--- config.mk ---
export PLATFORM = sky130hd
export DESIGN_NAME = urr_front
export DESIGN_NICKNAME = d
export VERILOG_FILES = /design/src/hdl/urr_pkg.sv /design/src/hdl/urr_front.sv
export SDC_FILE = /design/constraint.sdc
export NUM_CORES = 1
export LEC_CHECK = 0
export BUFFER_PORTS_ARGS = -buffer_cell sky130_fd_sc_hd__buf_4
export CAP_MARGIN = 40
export CORE_MARGIN = 5
export CORE_UTILIZATION = 48
export DETAILED_ROUTE_END_ITERATION = 8
export PLACE_DENSITY = 0.85
export REMOVE_ABC_BUFFERS = 1
export SLEW_MARGIN = 40
export SYNTH_ARGS = -nofsm -noshare
export SYNTH_HDL_FRONTEND = slang
export SYNTH_SLANG_ARGS = --single-unit
--- constraint.sdc ---
create_clock -name clk -period 3.64 [get_ports clk]
set_input_delay 0.364 -clock clk [delete_from_list [all_inputs] [get_ports clk]]
set_output_delay 0.364 -clock clk [all_outputs]
set_load 0.1 [all_outputs]
--- src/hdl/urr_pkg.sv ---
// shared types, constants and calibration table of the ranging unit
package urr_pkg;

	// fixed block constants
	localparam int SENSOR_COUNT = 6;
	localparam int ECHO_US_PER_CM = 57;
	localparam int URR_QUEUE_DEPTH = 4;

	// reciprocal for the echo time divide, floor(2^31 / us per cm)
	localparam logic [31:0] ECHO_RECIP = 32'((64'd1 << 31) / ECHO_US_PER_CM);

	// register reset values
	localparam logic [9:0] PING_INTERVAL_RST = 10'd33;
	localparam logic [8:0] MAX_DISTANCE_RST = 9'd200;
	localparam logic [8:0] MIN_DISTANCE_RST = 9'd2;

	// register indexes
	localparam logic [1:0] REG_PING = 2'd0;
	localparam logic [1:0] REG_MAX = 2'd1;
	localparam logic [1:0] REG_MIN = 2'd2;

	// command and result kind codes
	localparam logic CMD_TICK = 1'b0;
	localparam logic CMD_ECHO = 1'b1;
	localparam logic KIND_TRIGGER = 1'b0;
	localparam logic KIND_RANGE = 1'b1;

	typedef struct packed {
		logic        cmd;
		logic [15:0] echo_us;
	} req_t;

	typedef struct packed {
		logic        kind;
		logic [3:0]  sensor;
		logic [16:0] distance_q8_cm;
		logic        no_echo;
	} rsp_t;

	typedef struct packed {
		logic [9:0] ping_interval_ms;
		logic [8:0] max_distance_cm;
		logic [8:0] min_distance_cm;
	} cfg_t;

	// work item handed from the front to the back
	typedef struct packed {
		logic        kind;
		logic [3:0]  sensor;
		logic [15:0] echo_us;
	} job_t;

	// cubic calibration coefficients, Q40
	typedef struct packed {
		logic signed [22:0] c0;
		logic signed [31:0] c1;
		logic signed [41:0] c2;
		logic signed [43:0] c3;
	} coef_t;

	// per-sensor calibration, identity beyond the sixth sensor
	function automatic coef_t coef_lookup(input logic [3:0] sensor);
		coef_t c;
		case (sensor)
			4'd0: c = '{23'sd2199023, -32'sd1319413953, 42'sd1297423720776,
				-44'sd5531093243527};
			4'd1: c = '{23'sd769658, -32'sd219902326, 42'sd1129088490563,
				-44'sd91699269757};
			4'd2: c = '{-23'sd4398, -32'sd87960930, 42'sd1138544290562,
				-44'sd1872358350940};
			4'd3: c = '{23'sd2199023, -32'sd879609302, 42'sd1213421032414,
				-44'sd2307874906702};
			4'd4: c = '{23'sd2199023, -32'sd989560465, 42'sd1211771764972,
				-44'sd2471372285752};
			4'd5: c = '{23'sd1099512, -32'sd439804651, 42'sd1151298625444,
				-44'sd1195938797532};
			default: c = '{23'sd0, 32'sd0, 42'sd1099511627776, 44'sd0};
		endcase
		return c;
	endfunction

endpackage

--- src/hdl/urr_front.sv ---
// front part: tick counting, trigger decision and sensor rotation
module urr_front import urr_pkg::*; (
	input  logic clk,
	input  logic arst_n,
	input  cfg_t cfg,
	input  logic req_valid,
	output logic req_stall,
	input  req_t req,
	output logic job_valid,
	input  logic job_stall,
	output job_t job
);

	logic [9:0] ms_q;
	logic [3:0] sensor_q;
	logic [9:0] ms_next;
	logic       fire;
	logic       accept;

	// saturating tick count and interval compare
	always_comb begin
		ms_next = (ms_q < 10'd1023) ? ms_q + 10'd1 : 10'd1023;
		fire = ms_next >= cfg.ping_interval_ms;
		accept = req_valid && !job_stall;
	end

	// only ticks that fire and all echoes produce work
	assign req_stall = job_stall;
	assign job_valid = req_valid && ((req.cmd == CMD_ECHO) || fire);
	assign job.kind = (req.cmd == CMD_ECHO) ? KIND_RANGE : KIND_TRIGGER;
	assign job.sensor = sensor_q;
	assign job.echo_us = req.echo_us;

	// tick counter and current sensor
	always_ff @(posedge clk or negedge arst_n) begin
		if (!arst_n) begin
			ms_q <= '0;
			sensor_q <= '0;
		end else if (accept) begin
			if (req.cmd == CMD_TICK) begin
				ms_q <= fire ? '0 : ms_next;
			end else begin
				sensor_q <= (sensor_q >= 4'(SENSOR_COUNT - 1)) ? '0 : sensor_q + 4'd1;
			end
		end
	end

endmodule

==> results.ini, run 1 <==
[floorplanning]
num_rows=19
core-area_mm2=0.00271
fp.dieH_um=62.6
die_w_um=62.6
ios=72
dieArea_mm2=0.00391
initial_core_util=0.489

[sta]
hold_viol=0
tns_ns=0
final_max_slew_viol_count=0
setup_viol=0
finalCriticalPeriod_ns=3.42
layout_setup_ws_ns=0.218
worst_slew_pin_slew_ns=0.738
skew_ns=0.0101
slew_headroom=0.507
max_freq_ghz=0.292
rsz0062_at_grt=false
min_period_over_period=0.940

[cts]
numCtsBuffers=3
cts_resized=0
clk_path_buf_depth=2
postCtsSetupBuffers=0
root_buffer=clkbuf_4
insertion_delay_ns=0.29
cts_htree_levels=1
cts_tree=done
clock_sinks=14
path_clk_slew_ns=0.09

[setup_path]
worstSetupPathType=flop to primary output
crit_chain=nand3_1 > nor3_1 > mux2_2 > ha_1 > a21oi_1 > o21ai_0 > a31oi_4 > nand2_2 > o21a_1 > buf_4
crit_buf_inv=1
path_delay_family=compound AO/OA/AOI/OAI gates
path_max_fanout=9
critical_path_required_ns=3.28
critPathMaxStageDelay_ns=0.51
worst_path_max_delay_cell=dfrtp_1
cp.arrival_ns=3.06
start_kind=flop
end_kind=primary output

[yosys]
synth-seq-cells=14
synth.most_common_cell=buf_4
ys_types=48
synth_edf_count=0
syn_area_per_cell_um2=8.50
syn_area_mm2=0.00133
async_reset_ff_frac=1.00
synth_top_cell_by_area=dfrtp_1
synthTopCellsByCount=buf_4 (18), nand2_1 (16), dfrtp_1 (14), ha_1 (14), inv_1 (12)
synth_top_area_frac=0.264
ys_seq_area_frac=0.264
yosysWarnings=0
synthCells=156
synth_ff_type=dfrtp_1
yosys-top-cells-area=dfrtp_1 (26%), ha_1 (13%), buf_4 (10%)

[pwr]
ir_drop_v=0.000333
power.density_mw_per_mm2=505
leakage_nw=0.728

[detailed_routing]
wl_per_cell_um=15.6
drcViolationCount=0
drtIter0Drc=56
ant_nets=0
first_pass_iters=4
vias=1139
wl_um=3000
via_per_inst=5.90

[global_routing]
grt_pass1_vias=1108
antenna_found_initial=0
grt_pass1_wl_um=5170
grt-ovfl-total=0
grt_max_degree=15
grt_use_total=0.163

[finish]
drive_gt1_frac=0.247
nFillCells=263
synthToLayoutAreaGrowth_pct=7.45
fin_area_mm2=0.00143
nets=226
n_antenna_cell=0

[placed_design]
placed_area_mm2=0.00138
io_buffers=21
place_ws_ns=0.524
dp_hpwl_um=2420
gp_congestion=0.946

[run]
max_cap_violations=0

[min_path]
hold_class=input port to flop

[run_status]
status=completed

metrics by stage:
stage / hold WS, ns / std cells / power, mW / utilization
after floorplan: 0.0684 / 136 / 0.506 / -
after global placement: 0.221 / 188 / 0.586 / 0.509
after detailed placement: 0.222 / 188 / 0.610 / 0.509
after CTS: 0.453 / 193 / 0.723 / 0.526
after global routing: 0.497 / 193 / 0.769 / 0.526
final: 0.464 / 193 / 0.720 / 0.526
layout by cell type (no fill, tap or decap), types with 2 or more instances in the layout:
master	count
nor2_1	6
nand2b_1	3
inv_1	12
o21a_1	2
nand3_2	2
o21ai_0	3
o211ai_1	2
nor3_1	2
o21ai_1	6
dfrtp_1	14
ha_1	14
nand2_1	16
a21oi_1	6
a41o_1	3
buf_4	21
a31oi_1	3
and2_1	4
nand3_1	10
clkbuf_4	3
cell families after synthesis:
group,share of synthesized area
AO/OA/AOI/OAI,0.188
flip-flops,0.264
multiplexers,0.0274
buffers and inverters,0.142
AND/OR/NAND/NOR,0.246
adder cells (fa/ha/maj),0.132
cell type report:
| type | instances | area [um2] | area share |
|---|---|---|---|
| Clock buffer | 4 | 36.3 | 0.0255 |
| Inverter | 12 | 45.0 | 0.0316 |
| Multi-Input combinational cell | 110 | 787 | 0.552 |
| Sequential cell | 14 | 350 | 0.246 |
| Tap cell | 31 | 38.8 | 0.0272 |
| Timing Repair Buffer | 22 | 168 | 0.118 |
layer usage:
metal  up-vias  GRT usage  share of wire
li1        549          -              -
met1       535      0.184           0.40
met2        51      0.271           0.49
met3         4     0.0558          0.084
met4         0     0.0796          0.022
met5         -          0              0
worst min-delay path, cell delays in order:
cell     delay, ns
buf_4         0.09
nor3b_1       0.10
a21oi_1       0.15
where the power goes:
| part | switching, mW | internal, mW | total [mW] |
|---|---|---|---|
| logic | 0.234 | 0.124 | 0.358 |
| registers | 0.0558 | 0.191 | 0.246 |
| clock network | 0.0544 | 0.0609 | 0.115 |
flip-flops by register name (all words and copies together), names as in the netlist:
signal	cells
ms_q	10
sensor_q	4
timing repair:
item / CTS / global route
hold endpoints to repair: 14 / 0
hold buffers: 1 / 0
setup endpoints to repair: 0 / 0
worst paths after layout:
path	startpoint	cells after the start	slack, ns	endpoint
max	ms_q[6]	10	0.22	job_valid
min	job_stall	3	0.46	ms_q[9]
max reg2reg	ms_q[6]	9	0.97	ms_q[0]
min reg2reg	sensor_q[2]	1	0.56	sensor_q[2]
max in group asynchronous	arst_n	2	2.98	ms_q[5]
min in group asynchronous	arst_n	2	0.48	ms_q[3]
Note: power is estimated with default switching activity, not from simulation.
==> run 2: changes to the inputs <==
==> constraint.sdc (replaced) <==
create_clock -name clk -period 3.64 [get_ports clk]
set_input_delay 0.728 -clock clk [delete_from_list [all_inputs] [get_ports clk]]
set_output_delay 0.728 -clock clk [all_outputs]
set_load 0.1 [all_outputs]
==> run 2 against run 1 <==
Flip-flop and latch count unchanged. Sequential power increased by 4%. Clock power decreased by 22%. Power decreased by 1.2%. Non-clock buffer count increased by 3. Clock skew decreased by 0.0062 ns. Via count increased by 0.97%. Worst hold slack got worse by 0.19 ns. Sequential share of layout area decreased by 0.10 points. First-iteration DRC count increased by 7.1%. Maximum frequency decreased by 1.1%. Largest cell class unchanged. Largest power group unchanged. Highest routed layer unchanged.
==> results.ini, run 2 (synthesized netlist as in run 1, its figures left out) <==
[run_status]
status=completed

[finish]
n_antenna_cell=0  ; unchanged
largest-register=ms_q
nFillCells=248  ; -5.7%
synthToLayoutAreaGrowth_pct=9.43
multi_input_area_um2=802  ; +1.9%
regArea_um2=355  ; +1.4%
largest_reg_flops=10  ; unchanged
layout_common_cells=buf_4 (25), nand2_1 (16), ha_1 (13)
postLayoutCoreUtil=0.536  ; +0.00970
final_common_cell=buf_4
nets=229  ; +1.3%
drive_gt1_frac=0.299  ; +0.0519
reg_top3=ms_q x10, sensor_q x4

[setup_path]
critical_path_required_ns=2.91  ; -0.37 ns
reg2reg_slack_ns=1.14  ; +0.17 ns
r2r-end=ms_q[0]
path_max_fanout=6  ; -3
start_kind=flop
rr_worst_depth=12  ; +3
worstSetupPathType=flop to primary output
r2r_start=ms_q[0]
end_kind=primary output
cp.arrival_ns=2.73  ; -0.33 ns

[sta]
min_period_over_period=0.950  ; +0.0101
hold_viol=0  ; unchanged
whs_ns=0.274  ; -0.190 ns
tns_ns=0  ; unchanged
finalCriticalPeriod_ns=3.46  ; +0.0368 ns
setup_viol=0  ; unchanged
final_max_slew_viol_count=0  ; unchanged
rsz0062_at_grt=false
skew_ns=0.00394  ; -0.00616 ns
slew_headroom=0.481  ; -0.0260
worst_slew_pin_slew_ns=0.777  ; +0.0389 ns
max_freq_ghz=0.289  ; -1.1%

[detailed_routing]
drtIter0Drc=60  ; +7.1%
vias=1150  ; +0.97%
first_pass_iters=4  ; unchanged
via_per_inst=5.90  ; about the same
wl_um=3170  ; +5.6%
ant_nets=0  ; unchanged
wl_per_cell_um=16.3  ; +4.5%
drcViolationCount=0  ; unchanged

[global_routing]
grt-ovfl-total=0  ; unchanged
grt_pass1_vias=1190  ; +7.4%
antenna_found_initial=0  ; unchanged
grt_max_degree=15  ; unchanged
grt_use_total=0.170  ; +0.00732
grt_pass1_wl_um=5440  ; +5.2%

[pwr]
power.density_mw_per_mm2=490  ; -3.0%
power_mw=0.711  ; -1.2%
leakage_nw=0.729  ; +0.18%
ir_drop_v=0.000356  ; +6.8%

[floorplanning]
num_rows=19  ; unchanged
dieArea_mm2=0.00391  ; unchanged
initial_core_util=0.489  ; unchanged
die_w_um=62.6  ; unchanged
fp.dieH_um=62.6  ; unchanged
core-area_mm2=0.00271  ; unchanged
ios=72  ; unchanged

[run]
max_cap_violations=0  ; unchanged

[cts]
ctsHoldBuffers=0  ; -1
cts_htree_levels=1  ; unchanged
cts_tree=done
clock_sinks=14  ; unchanged
insertion_delay_ns=0.29  ; about the same
numCtsBuffers=3  ; unchanged
root_buffer=clkbuf_4
clk_path_buf_depth=2  ; unchanged
path_clk_slew_ns=0.08  ; about the same

[placed_design]
gp_congestion=0.948  ; +0.30%
io_buffers=21  ; unchanged
dp_hpwl_um=2540  ; +5.1%

[min_path]
hold_class=input port to async pin

## run 2: worst max path at each step
stage                 start         to  slack, ns
finish              ms_q[0]  job_valid       0.18
global route        ms_q[4]  job_valid       0.05
CTS                 ms_q[0]  job_valid       0.02
detailed placement  ms_q[0]  job_valid       0.26
global placement    ms_q[0]  job_valid       0.33
floorplan           ms_q[0]  job_valid       0.07
## run 2: per-layer routing
metal / wire length, um / global-route usage / vias up / share of wire
li1: - / - / 555 / -
met4: 81 / 0.0796 / 0 / 0.026
met3: 292 / 0.0737 / 7 / 0.092
met1: 1250 / 0.191 / 532 / 0.39
met2: 1550 / 0.275 / 56 / 0.49
met5: 0 / 0 / - / 0
## run 2: layout make-up
cell class | count | area share
multi-input combinational | 110 | 0.553
tap | 31 | 0.0267
clock buffer | 3 | 0.0155
inverter | 12 | 0.0310
sequential | 14 | 0.245
timing repair buffer | 25 | 0.129
## run 2: timing repair
action,CTS,global route
setup buffers,1,0
setup endpoints to repair,1,1
gates resized for setup,1,7
## run 2: metrics by stage
stage,area (um2),cells,setup WS (ns)
after floorplan,1180,136,0.0655
after global placement,1400,191,0.330
after detailed placement,1400,191,0.262
after CTS,1430,195,0.0244
after global routing,1450,195,0.0479
final,1450,195,0.181
## run 2: power breakdown
part | total (mW) | internal (mW) | leakage [nW] | switching (mW)
clock | 0.0900 | 0.0386 | 0.0138 | 0.0515
sequential | 0.255 | 0.193 | 0.182 | 0.0619
combinational | 0.366 | 0.132 | 0.533 | 0.234
total | 0.711 | 0.364 | 0.729 | 0.348
## run 2: worst max-delay path, stage by stage, from the launching register on
cell and delay [ns]:
dfrtp_2 0.46, ha_4 0.20, and3_4 0.19, nand2_1 0.12, nor2_2 0.07, nor2b_1 0.16
ha_1 0.24, nand2b_1 0.14, a211o_1 0.30, nand3_2 0.10, nand2_2 0.07, o21a_1 0.17
buf_4 0.23
