### config.mk
export PLATFORM = sky130hd
export DESIGN_NAME = urr_queue
export DESIGN_NICKNAME = d
export VERILOG_FILES = /design/src/hdl/urr_pkg.sv /design/src/hdl/urr_queue.sv
export SDC_FILE = /design/constraint.sdc
export NUM_CORES = 1
export LEC_CHECK = 0
export BUFFER_PORTS_ARGS = -buffer_cell sky130_fd_sc_hd__clkbuf_2
export CORE_ASPECT_RATIO = 1.25
export CORE_MARGIN = 2
export CORE_UTILIZATION = 55
export DETAILED_ROUTE_END_ITERATION = 10
export PLACE_DENSITY = 0.84
export SETUP_SLACK_MARGIN = 0.02
export SLEW_MARGIN = 20
export SYNTH_ARGS = -nofsm -noshare
export SYNTH_HDL_FRONTEND = slang
export SYNTH_SLANG_ARGS = --single-unit
### constraint.sdc
create_clock -name clk -period 2.7 [get_ports clk]
set_input_delay 0.27 -clock clk [delete_from_list [all_inputs] [get_ports clk]]
set_output_delay 0.27 -clock clk [all_outputs]
set_load 0.05 [all_outputs]
### src/hdl/urr_pkg.sv
// shared types, constants and calibration table of the ranging unit
package urr_pkg;

	// fixed block constants
	localparam int SENSOR_COUNT = 6;
	localparam int ECHO_US_PER_CM = 57;
	localparam int URR_QUEUE_DEPTH = 4;

	// reciprocal for the echo time divide, floor(2^31 / us per cm)
	localparam logic [31:0] ECHO_RECIP = 32'((64'd1 << 31) / ECHO_US_PER_CM);

	// register reset values
	localparam logic [9:0] PING_INTERVAL_RST = 10'd33;
	localparam logic [8:0] MAX_DISTANCE_RST = 9'd200;
	localparam logic [8:0] MIN_DISTANCE_RST = 9'd2;

	// register indexes
	localparam logic [1:0] REG_PING = 2'd0;
	localparam logic [1:0] REG_MAX = 2'd1;
	localparam logic [1:0] REG_MIN = 2'd2;

	// command and result kind codes
	localparam logic CMD_TICK = 1'b0;
	localparam logic CMD_ECHO = 1'b1;
	localparam logic KIND_TRIGGER = 1'b0;
	localparam logic KIND_RANGE = 1'b1;

	typedef struct packed {
		logic        cmd;
		logic [15:0] echo_us;
	} req_t;

	typedef struct packed {
		logic        kind;
		logic [3:0]  sensor;
		logic [16:0] distance_q8_cm;
		logic        no_echo;
	} rsp_t;

	typedef struct packed {
		logic [9:0] ping_interval_ms;
		logic [8:0] max_distance_cm;
		logic [8:0] min_distance_cm;
	} cfg_t;

	// work item handed from the front to the back
	typedef struct packed {
		logic        kind;
		logic [3:0]  sensor;
		logic [15:0] echo_us;
	} job_t;

	// cubic calibration coefficients, Q40
	typedef struct packed {
		logic signed [22:0] c0;
		logic signed [31:0] c1;
		logic signed [41:0] c2;
		logic signed [43:0] c3;
	} coef_t;

	// per-sensor calibration, identity beyond the sixth sensor
	function automatic coef_t coef_lookup(input logic [3:0] sensor);
		coef_t c;
		case (sensor)
			4'd0: c = '{23'sd2199023, -32'sd1319413953, 42'sd1297423720776,
				-44'sd5531093243527};
			4'd1: c = '{23'sd769658, -32'sd219902326, 42'sd1129088490563,
				-44'sd91699269757};
			4'd2: c = '{-23'sd4398, -32'sd87960930, 42'sd1138544290562,
				-44'sd1872358350940};
			4'd3: c = '{23'sd2199023, -32'sd879609302, 42'sd1213421032414,
				-44'sd2307874906702};
			4'd4: c = '{23'sd2199023, -32'sd989560465, 42'sd1211771764972,
				-44'sd2471372285752};
			4'd5: c = '{23'sd1099512, -32'sd439804651, 42'sd1151298625444,
				-44'sd1195938797532};
			default: c = '{23'sd0, 32'sd0, 42'sd1099511627776, 44'sd0};
		endcase
		return c;
	endfunction

endpackage

### src/hdl/urr_queue.sv
// short job queue between the front and the back
module urr_queue import urr_pkg::*; #(
	parameter int DEPTH = URR_QUEUE_DEPTH
) (
	input  logic clk,
	input  logic arst_n,
	input  logic in_valid,
	output logic in_stall,
	input  job_t in_job,
	output logic out_valid,
	input  logic out_stall,
	output job_t out_job
);

	localparam int PTR_W = $clog2(DEPTH);
	localparam int CNT_W = $clog2(DEPTH + 1);

	job_t             mem_q [DEPTH];
	logic [PTR_W-1:0] wr_ptr_q;
	logic [PTR_W-1:0] rd_ptr_q;
	logic [CNT_W-1:0] count_q;
	logic             push;
	logic             pop;

	assign in_stall = (count_q == CNT_W'(DEPTH));
	assign out_valid = (count_q != '0);
	assign out_job = mem_q[rd_ptr_q];
	assign push = in_valid && !in_stall;
	assign pop = out_valid && !out_stall;

	// pointers and fill count
	always_ff @(posedge clk or negedge arst_n) begin
		if (!arst_n) begin
			wr_ptr_q <= '0;
			rd_ptr_q <= '0;
			count_q <= '0;
		end else begin
			if (push) begin
				wr_ptr_q <= (wr_ptr_q == PTR_W'(DEPTH - 1)) ? '0 : wr_ptr_q + 1'b1;
			end
			if (pop) begin
				rd_ptr_q <= (rd_ptr_q == PTR_W'(DEPTH - 1)) ? '0 : rd_ptr_q + 1'b1;
			end
			if (push && !pop) begin
				count_q <= count_q + 1'b1;
			end else if (pop && !push) begin
				count_q <= count_q - 1'b1;
			end
		end
	end

	// entry storage
	always_ff @(posedge clk) begin
		if (push) begin
			mem_q[wr_ptr_q] <= in_job;
		end
	end

endmodule

==> impl_metrics.csv, run 1 <==
group,metric,value,unit
run_status,status,"complete, no violations",
cts,postCtsSetupBuffers,0,
synthesis,synth_commonest_cells,"84 x edfxtp_1, 21 x mux4_2, 7 x dfrtp_1",
setup_path,cp-end-kind,"output port",
floorplan,fp.coreArea,0.00617,mm^2
placement,gp_congestion,0.695,
setup_path,worstSetupStartpoint,"rd_ptr_q[0]",
placement,dp_slack,0.532,ns
cts,hold_buffers,1,
setup_path,cp_top_family,"flip-flops",
setup_path,crit_slowest_cell,"dfrtp_1",
sta,setup_viol,0,
sta,drv_slew,0,
synthesis,ys_ff_latch,91,
cts,cts_tree,"yes",
detailed_routing,vias,1582,
cells_and_area,diodes,0,
synthesis,syn_avg_cell_area,23.5,um^2
synthesis,async_reset_ff_share,7.69,%
power_and_ir_drop,irDropWorstVdd,0.711,mV
global_route,track_usage,17.1,%
synthesis,ys.flop_type,"edfxtp_1",
setup_path,worstSetupPathType,"flip-flop to output port",
cts,postCtsResizedCells,0,
global_route,grt_pass1_wl,8310,um
detailed_routing,postRouteAntennaNets,0,
cells_and_area,multi_input_area,738,um^2
floorplan,dieHeight,93.0,um
setup_path,cp.required,2.43,ns
synthesis,ys_types,19,
placement,numPortBuffers,47,
synthesis,yosys.area.top_type,"edfxtp_1",
floorplan,chipWidth,75.2,um
detailed_routing,drc_errors,0,
power_and_ir_drop,leakage,1.49,nW
setup_path,start_kind,"flip-flop",
setup_path,arrival,1.98,ns
cts,htree_levels,3,
placement,dp_hpwl,3620,um
detailed_routing,wirelength,5480,um
setup_path,cp_cell_sequence,"buf_12, mux4_2, clkbuf_2",
cts,cts_buffers,9,
detailed_routing,routed_wire_length_per_instance,18.2,um
placement,placed_area,0.00388,mm^2
floorplan,initial_core_util,56.5,%
cts,cts-root-buf,"clkbuf_8",
setup_path,worst_path_largest_cell_delay,0.58,ns
sta,final_hold_viol_count,0,
setup_path,timing.rr.start,"count_q[0]",
cts,cts.clk_slew.worst_paths,0.08,ns
sta,setup_tns,0,ns
sta,fin_ws,0.452,ns
global_route,grt_pass1_vias,1691,
floorplan,ios,48,
synthesis,synth.net_count,180,
global_route,grt_antenna_before_repair,0,
global_route,grt_max_degree,19,
sta,fmax,445,MHz
synthesis,ys_seq_area_share,77.4,%
synthesis,yosysWarnings,0,
floorplan,die_area,0.00699,mm^2
cts,clkLatencyLatePin,0.35,ns
cts,clock-sinks,91,
sta,period_needed,2.25,ns
sta,rsz0062_at_grt,"false",
setup_path,path_buf_inv,2,
synthesis,synth-edff-count,84,
cells_and_area,layout-drive-gt1-share,45.8,%
cells_and_area,post-route-util,66.5,%
floorplan,rows,32,
detailed_routing,dr.pass1.iters,4,
cells_and_area,layout.nets,243,
cells_and_area,synthToLayoutAreaGrowth,17.6,%
synthesis,ys_top_cells_by_area,"edfxtp_1 72%, mux4_2 14%, dfrtp_1 5.0%, ha_1 2.2%, mux2_2 0.97%",
synthesis,synthesis.area,0.00348,mm^2
synthesis,yosysMostFrequentCell,"edfxtp_1",
cells_and_area,seq_area,0.00270,mm^2
min_path,hold_path_class,"primary input to flip-flop",
sta,finalCritPeriodShare,83.2,%
synthesis,synth_top_area_share,72.4,%
run,maxCapViolCount,0,
setup_path,cp_max_fo,18,
cts,cts_buffer_depth,2,
detailed_routing,via_per_inst,5.26,
cells_and_area,fillCellCount,428,
sta,worst_pin_slew,0.380,ns
cells_and_area,design_area,0.00410,mm^2
sta,slew_headroom,74.7,%
synthesis,synthCells,148,
global_route,overflow,0,
placement,place_inst,284,
cells_and_area,fin_cells,301,
min_path,hold_path_startpoint,"in_job[9]",
sta,finClkSkew,0.00631,ns
detailed_routing,drt_iter0_drc,119,
power_and_ir_drop,powerDensity,1230,mW/mm^2
[area by class of cell]
type | count | share of cell area [%]
clock inverters | 5 | 1.89
multi-input cells | 47 | 18.0
inverters | 4 | 0.366
clock buffers | 11 | 3.21
flip-flops and latches | 91 | 65.8
repair buffers | 58 | 8.12
well taps | 85 | 2.59
[logic make-up after synthesis]
family | count (synthesis) | share of synthesized area, %
adders and majority gates | 7 | 2.73
xor gates and xnor gates | 3 | 0.754
muxes | 26 | 15.4
DFF | 91 | 77.4
buffers and inverters | 10 | 1.40
and+or+nand+nor | 11 | 2.30
[stage by stage]
step,power (W),hold WS [ns]
floorplan,0.00365,-0.0256
global placement,0.00409,0.111
detailed placement,0.00415,0.115
CTS,0.00510,0.122
global route,0.00528,0.125
finish,0.00504,0.131
[worst paths after layout]
kind / endpoint / slack [ns] / cells past startpoint
min: mem_q[1][9] / 0.13 / 1
min in group asynchronous: count_q[1] / 0.28 / 2
min reg2reg: count_q[2] / 0.52 / 1
max reg2reg: count_q[2] / 0.52 / 9
max in group asynchronous: count_q[0] / 2.26 / 2
max: out_job[8] / 0.45 / 3
[placed cells by master (no fill, tap or decap), drive strengths merged]
| cell type | instances |
|---|---|
| nor2 | 3 |
| buf | 10 |
| nor3b | 1 |
| nor2b | 2 |
| or3 | 1 |
| and2 | 4 |
| fa | 1 |
| xor2 | 2 |
| ha | 6 |
| xnor2 | 1 |
| mux2 | 5 |
| mux4 | 21 |
| clkinv | 3 |
| edfxtp | 84 |
| dfrtp | 7 |
| dlygate4sd3 | 1 |
| bufinv | 2 |
| inv | 4 |
| clkbuf | 58 |
[where the power goes]
group	total [W]	switching, W	internal, W
clock network	0.000962	0.000443	0.000519
logic	0.00207	0.00136	0.000715
registers	0.00201	0.000137	0.00187
[flip-flops by register name, summed over array words and instances, names as in the netlist]
name,cells
rd_ptr_q,2
mem_q,84
wr_ptr_q,2
count_q,3
[per-layer routing]
layer,share of wire (%),vias to the layer above,GRT usage (%)
met5,0,-,0
met4,1.4,0,7.46
met3,4.7,9,4.53
met2,52,46,28.5
met1,42,802,20.8
li1,-,725,-
(Power assumes the default switching activity.)
==> run 2, diff against run 1 <==
- clock period: 2.7 -> 2.18 ns (I/O delays scaled with it)
==> impl_metrics.csv, run 2 (synthesis gave the netlist of run 1 again) <==
group,metric,value,unit
cts,htree_levels,3,
global_route,overflow,0,
placement,placed_area,0.00393,mm^2
sta,period_needed,2.04,ns
floorplan,rows,32,
min_path,whs_path_depth,1,
global_route,grt_most_used_layer,"met2",
setup_path,cp_max_fo,3,
floorplan,fp.coreArea,0.00617,mm^2
setup_path,r2r_end,"count_q[2]",
detailed_routing,dr.pass1.iters,4,
cts,postCtsSetupBuffers,0,
setup_path,worstSetupPathType,"flip-flop to flip-flop",
placement,dp_slack,0.117,ns
cells_and_area,post-route-util,66.8,%
cells_and_area,diodes,0,
global_route,track_usage,16.7,%
cts,cts_buffer_depth,2,
cells_and_area,mostFrequentLayoutCell,"edfxtp_1",
cts,cts_buffers,9,
sta,slew_headroom,78.5,%
sta,finClkSkew,0.0125,ns
sta,fmax,491,MHz
run,maxCapViolCount,0,
setup_path,arrival,2.31,ns
detailed_routing,postRouteAntennaNets,0,
global_route,grt_max_degree,19,
detailed_routing,drt_iter0_drc,98,
detailed_routing,drc_errors,0,
global_route,met1_usage,19.6,%
sta,finalCritPeriodShare,93.4,%
sta,setup_viol,0,
sta,fin_ws,0.143,ns
cells_and_area,design_area,0.00412,mm^2
cts,clkLatencyLatePin,0.35,ns
cells_and_area,layout.nets,246,
cells_and_area,fin_cells,304,
cells_and_area,layout-drive-gt1-share,48.9,%
run_status,status,"complete, no violations",
cells_and_area,top_regs,"mem_q: 84 flops, count_q: 3 flops",
detailed_routing,wirelength,5260,um
global_route,grt_use_met2,28.1,%
detailed_routing,vias,1595,
placement,place_inst,287,
setup_path,cp.required,2.46,ns
cells_and_area,largest-register,"mem_q",
setup_path,start_kind,"flip-flop",
sta,worst_pin_slew,0.323,ns
setup_path,r2r_slack,0.14,ns
global_route,grt_pass1_wl,8100,um
min_path,hold_path_startpoint,"in_job[19]",
placement,numPortBuffers,47,
global_route,grt_antenna_before_repair,0,
cts,clock-sinks,91,
placement,gp_congestion,0.769,
cells_and_area,fillCellCount,438,
cells_and_area,multi_input_area,757,um^2
sta,holdWs,0.0803,ns
power_and_ir_drop,irDropWorstVdd,0.756,mV
power_and_ir_drop,powerDensity,1480,mW/mm^2
power_and_ir_drop,leakage,1.49,nW
floorplan,die_area,0.00699,mm^2
sta,final_hold_viol_count,0,
floorplan,ios,48,
cells_and_area,seq_area,0.00270,mm^2
sta,drv_slew,0,
sta,rsz0062_at_grt,"false",
floorplan,initial_core_util,56.5,%
cells_and_area,final_cell_mix,"84 x edfxtp_1, 47 x clkbuf_2, 21 x mux4_2",
min_path,hold_path_class,"primary input to flip-flop",
setup_path,cp-end-kind,"flip-flop",
global_route,met3_usage,5.60,%
cts,cts_tree,"yes",
detailed_routing,via_per_inst,5.25,
cells_and_area,synthToLayoutAreaGrowth,18.2,%
cts,cts.clk_slew.worst_paths,0.09,ns
min_path,min_to,"mem_q[0][19]",
detailed_routing,routed_wire_length_per_instance,17.3,um
floorplan,chipWidth,75.2,um
placement,dp_hpwl,3640,um
floorplan,dieHeight,93.0,um
cts,cts-root-buf,"clkbuf_8",
setup_path,timing.rr.start,"count_q[2]",
global_route,grt_pass1_vias,1637,
setup_path,reg2reg_depth,9,
cells_and_area,largest_reg_flops,84,
[run 2: changes by cell type in the layout (fill, tap and decap cells not counted), sizes merged]
cell,change
buf,+3
bufinv,-2
clkbuf,-2
inv,+2
clkinv,+1
clkinvlp,+1
[run 2: timing repair]
action | 4_1_cts | 5_1_grt
resized for setup | 0 | 1
endpoints found under the hold margin | 7 | 0
setup endpoints to repair | 0 | 1
hold buffers | 1 | 0
[run 2: critical path, cell delays in order (launching register included)]
cell and delay, ns:
dfrtp_1 0.41, or3_4 0.39, nor2b_4 0.15, inv_2 0.06, ha_4 0.14, inv_2 0.03
fa_1 0.36, xor2_1 0.15, nor2_1 0.12, xor2_1 0.14
[run 2: area by class of cell]
class	count	area share, %
tap	85	2.58
sequential	91	65.5
timing repair buffer	61	8.93
clock buffer	9	3.01
multi-input combinational	47	18.4
inverter	4	0.365
clock inverter	7	1.25
[run 2: report_power, final]
| part | internal (W) | switching [W] | total [W] |
|---|---|---|---|
| Combinational | 0.000944 | 0.00175 | 0.00269 |
| Sequential | 0.00232 | 0.000105 | 0.00242 |
| Clock | 0.000420 | 0.000576 | 0.000995 |
| Total | 0.00368 | 0.00243 | 0.00611 |
[run 2: metal layers]
metal  up-vias  wire [um]
met1       805       2230
li1        739          -
met4         0         81
met2        42       2710
met5         -          0
met3         9        236
[run 2: worst max path at each step]
stage	startpoint	endpoint	cells past startpoint
after floorplan	count_q[1]	count_q[1]	7
after global placement	count_q[2]	count_q[2]	9
after detailed placement	count_q[2]	count_q[2]	9
after CTS	count_q[2]	count_q[2]	9
after global routing	count_q[2]	count_q[2]	9
final	count_q[2]	count_q[2]	9
[run 2: metrics by stage]
step | total power (W) | TNS (ns)
2_1_floorplan | 0.00455 | -0.00230
5_1_grt | 0.00643 | 0
3_3_place_gp | 0.00516 | 0
3_5_place_dp | 0.00521 | 0
6_report | 0.00611 | 0
4_1_cts | 0.00620 | 0
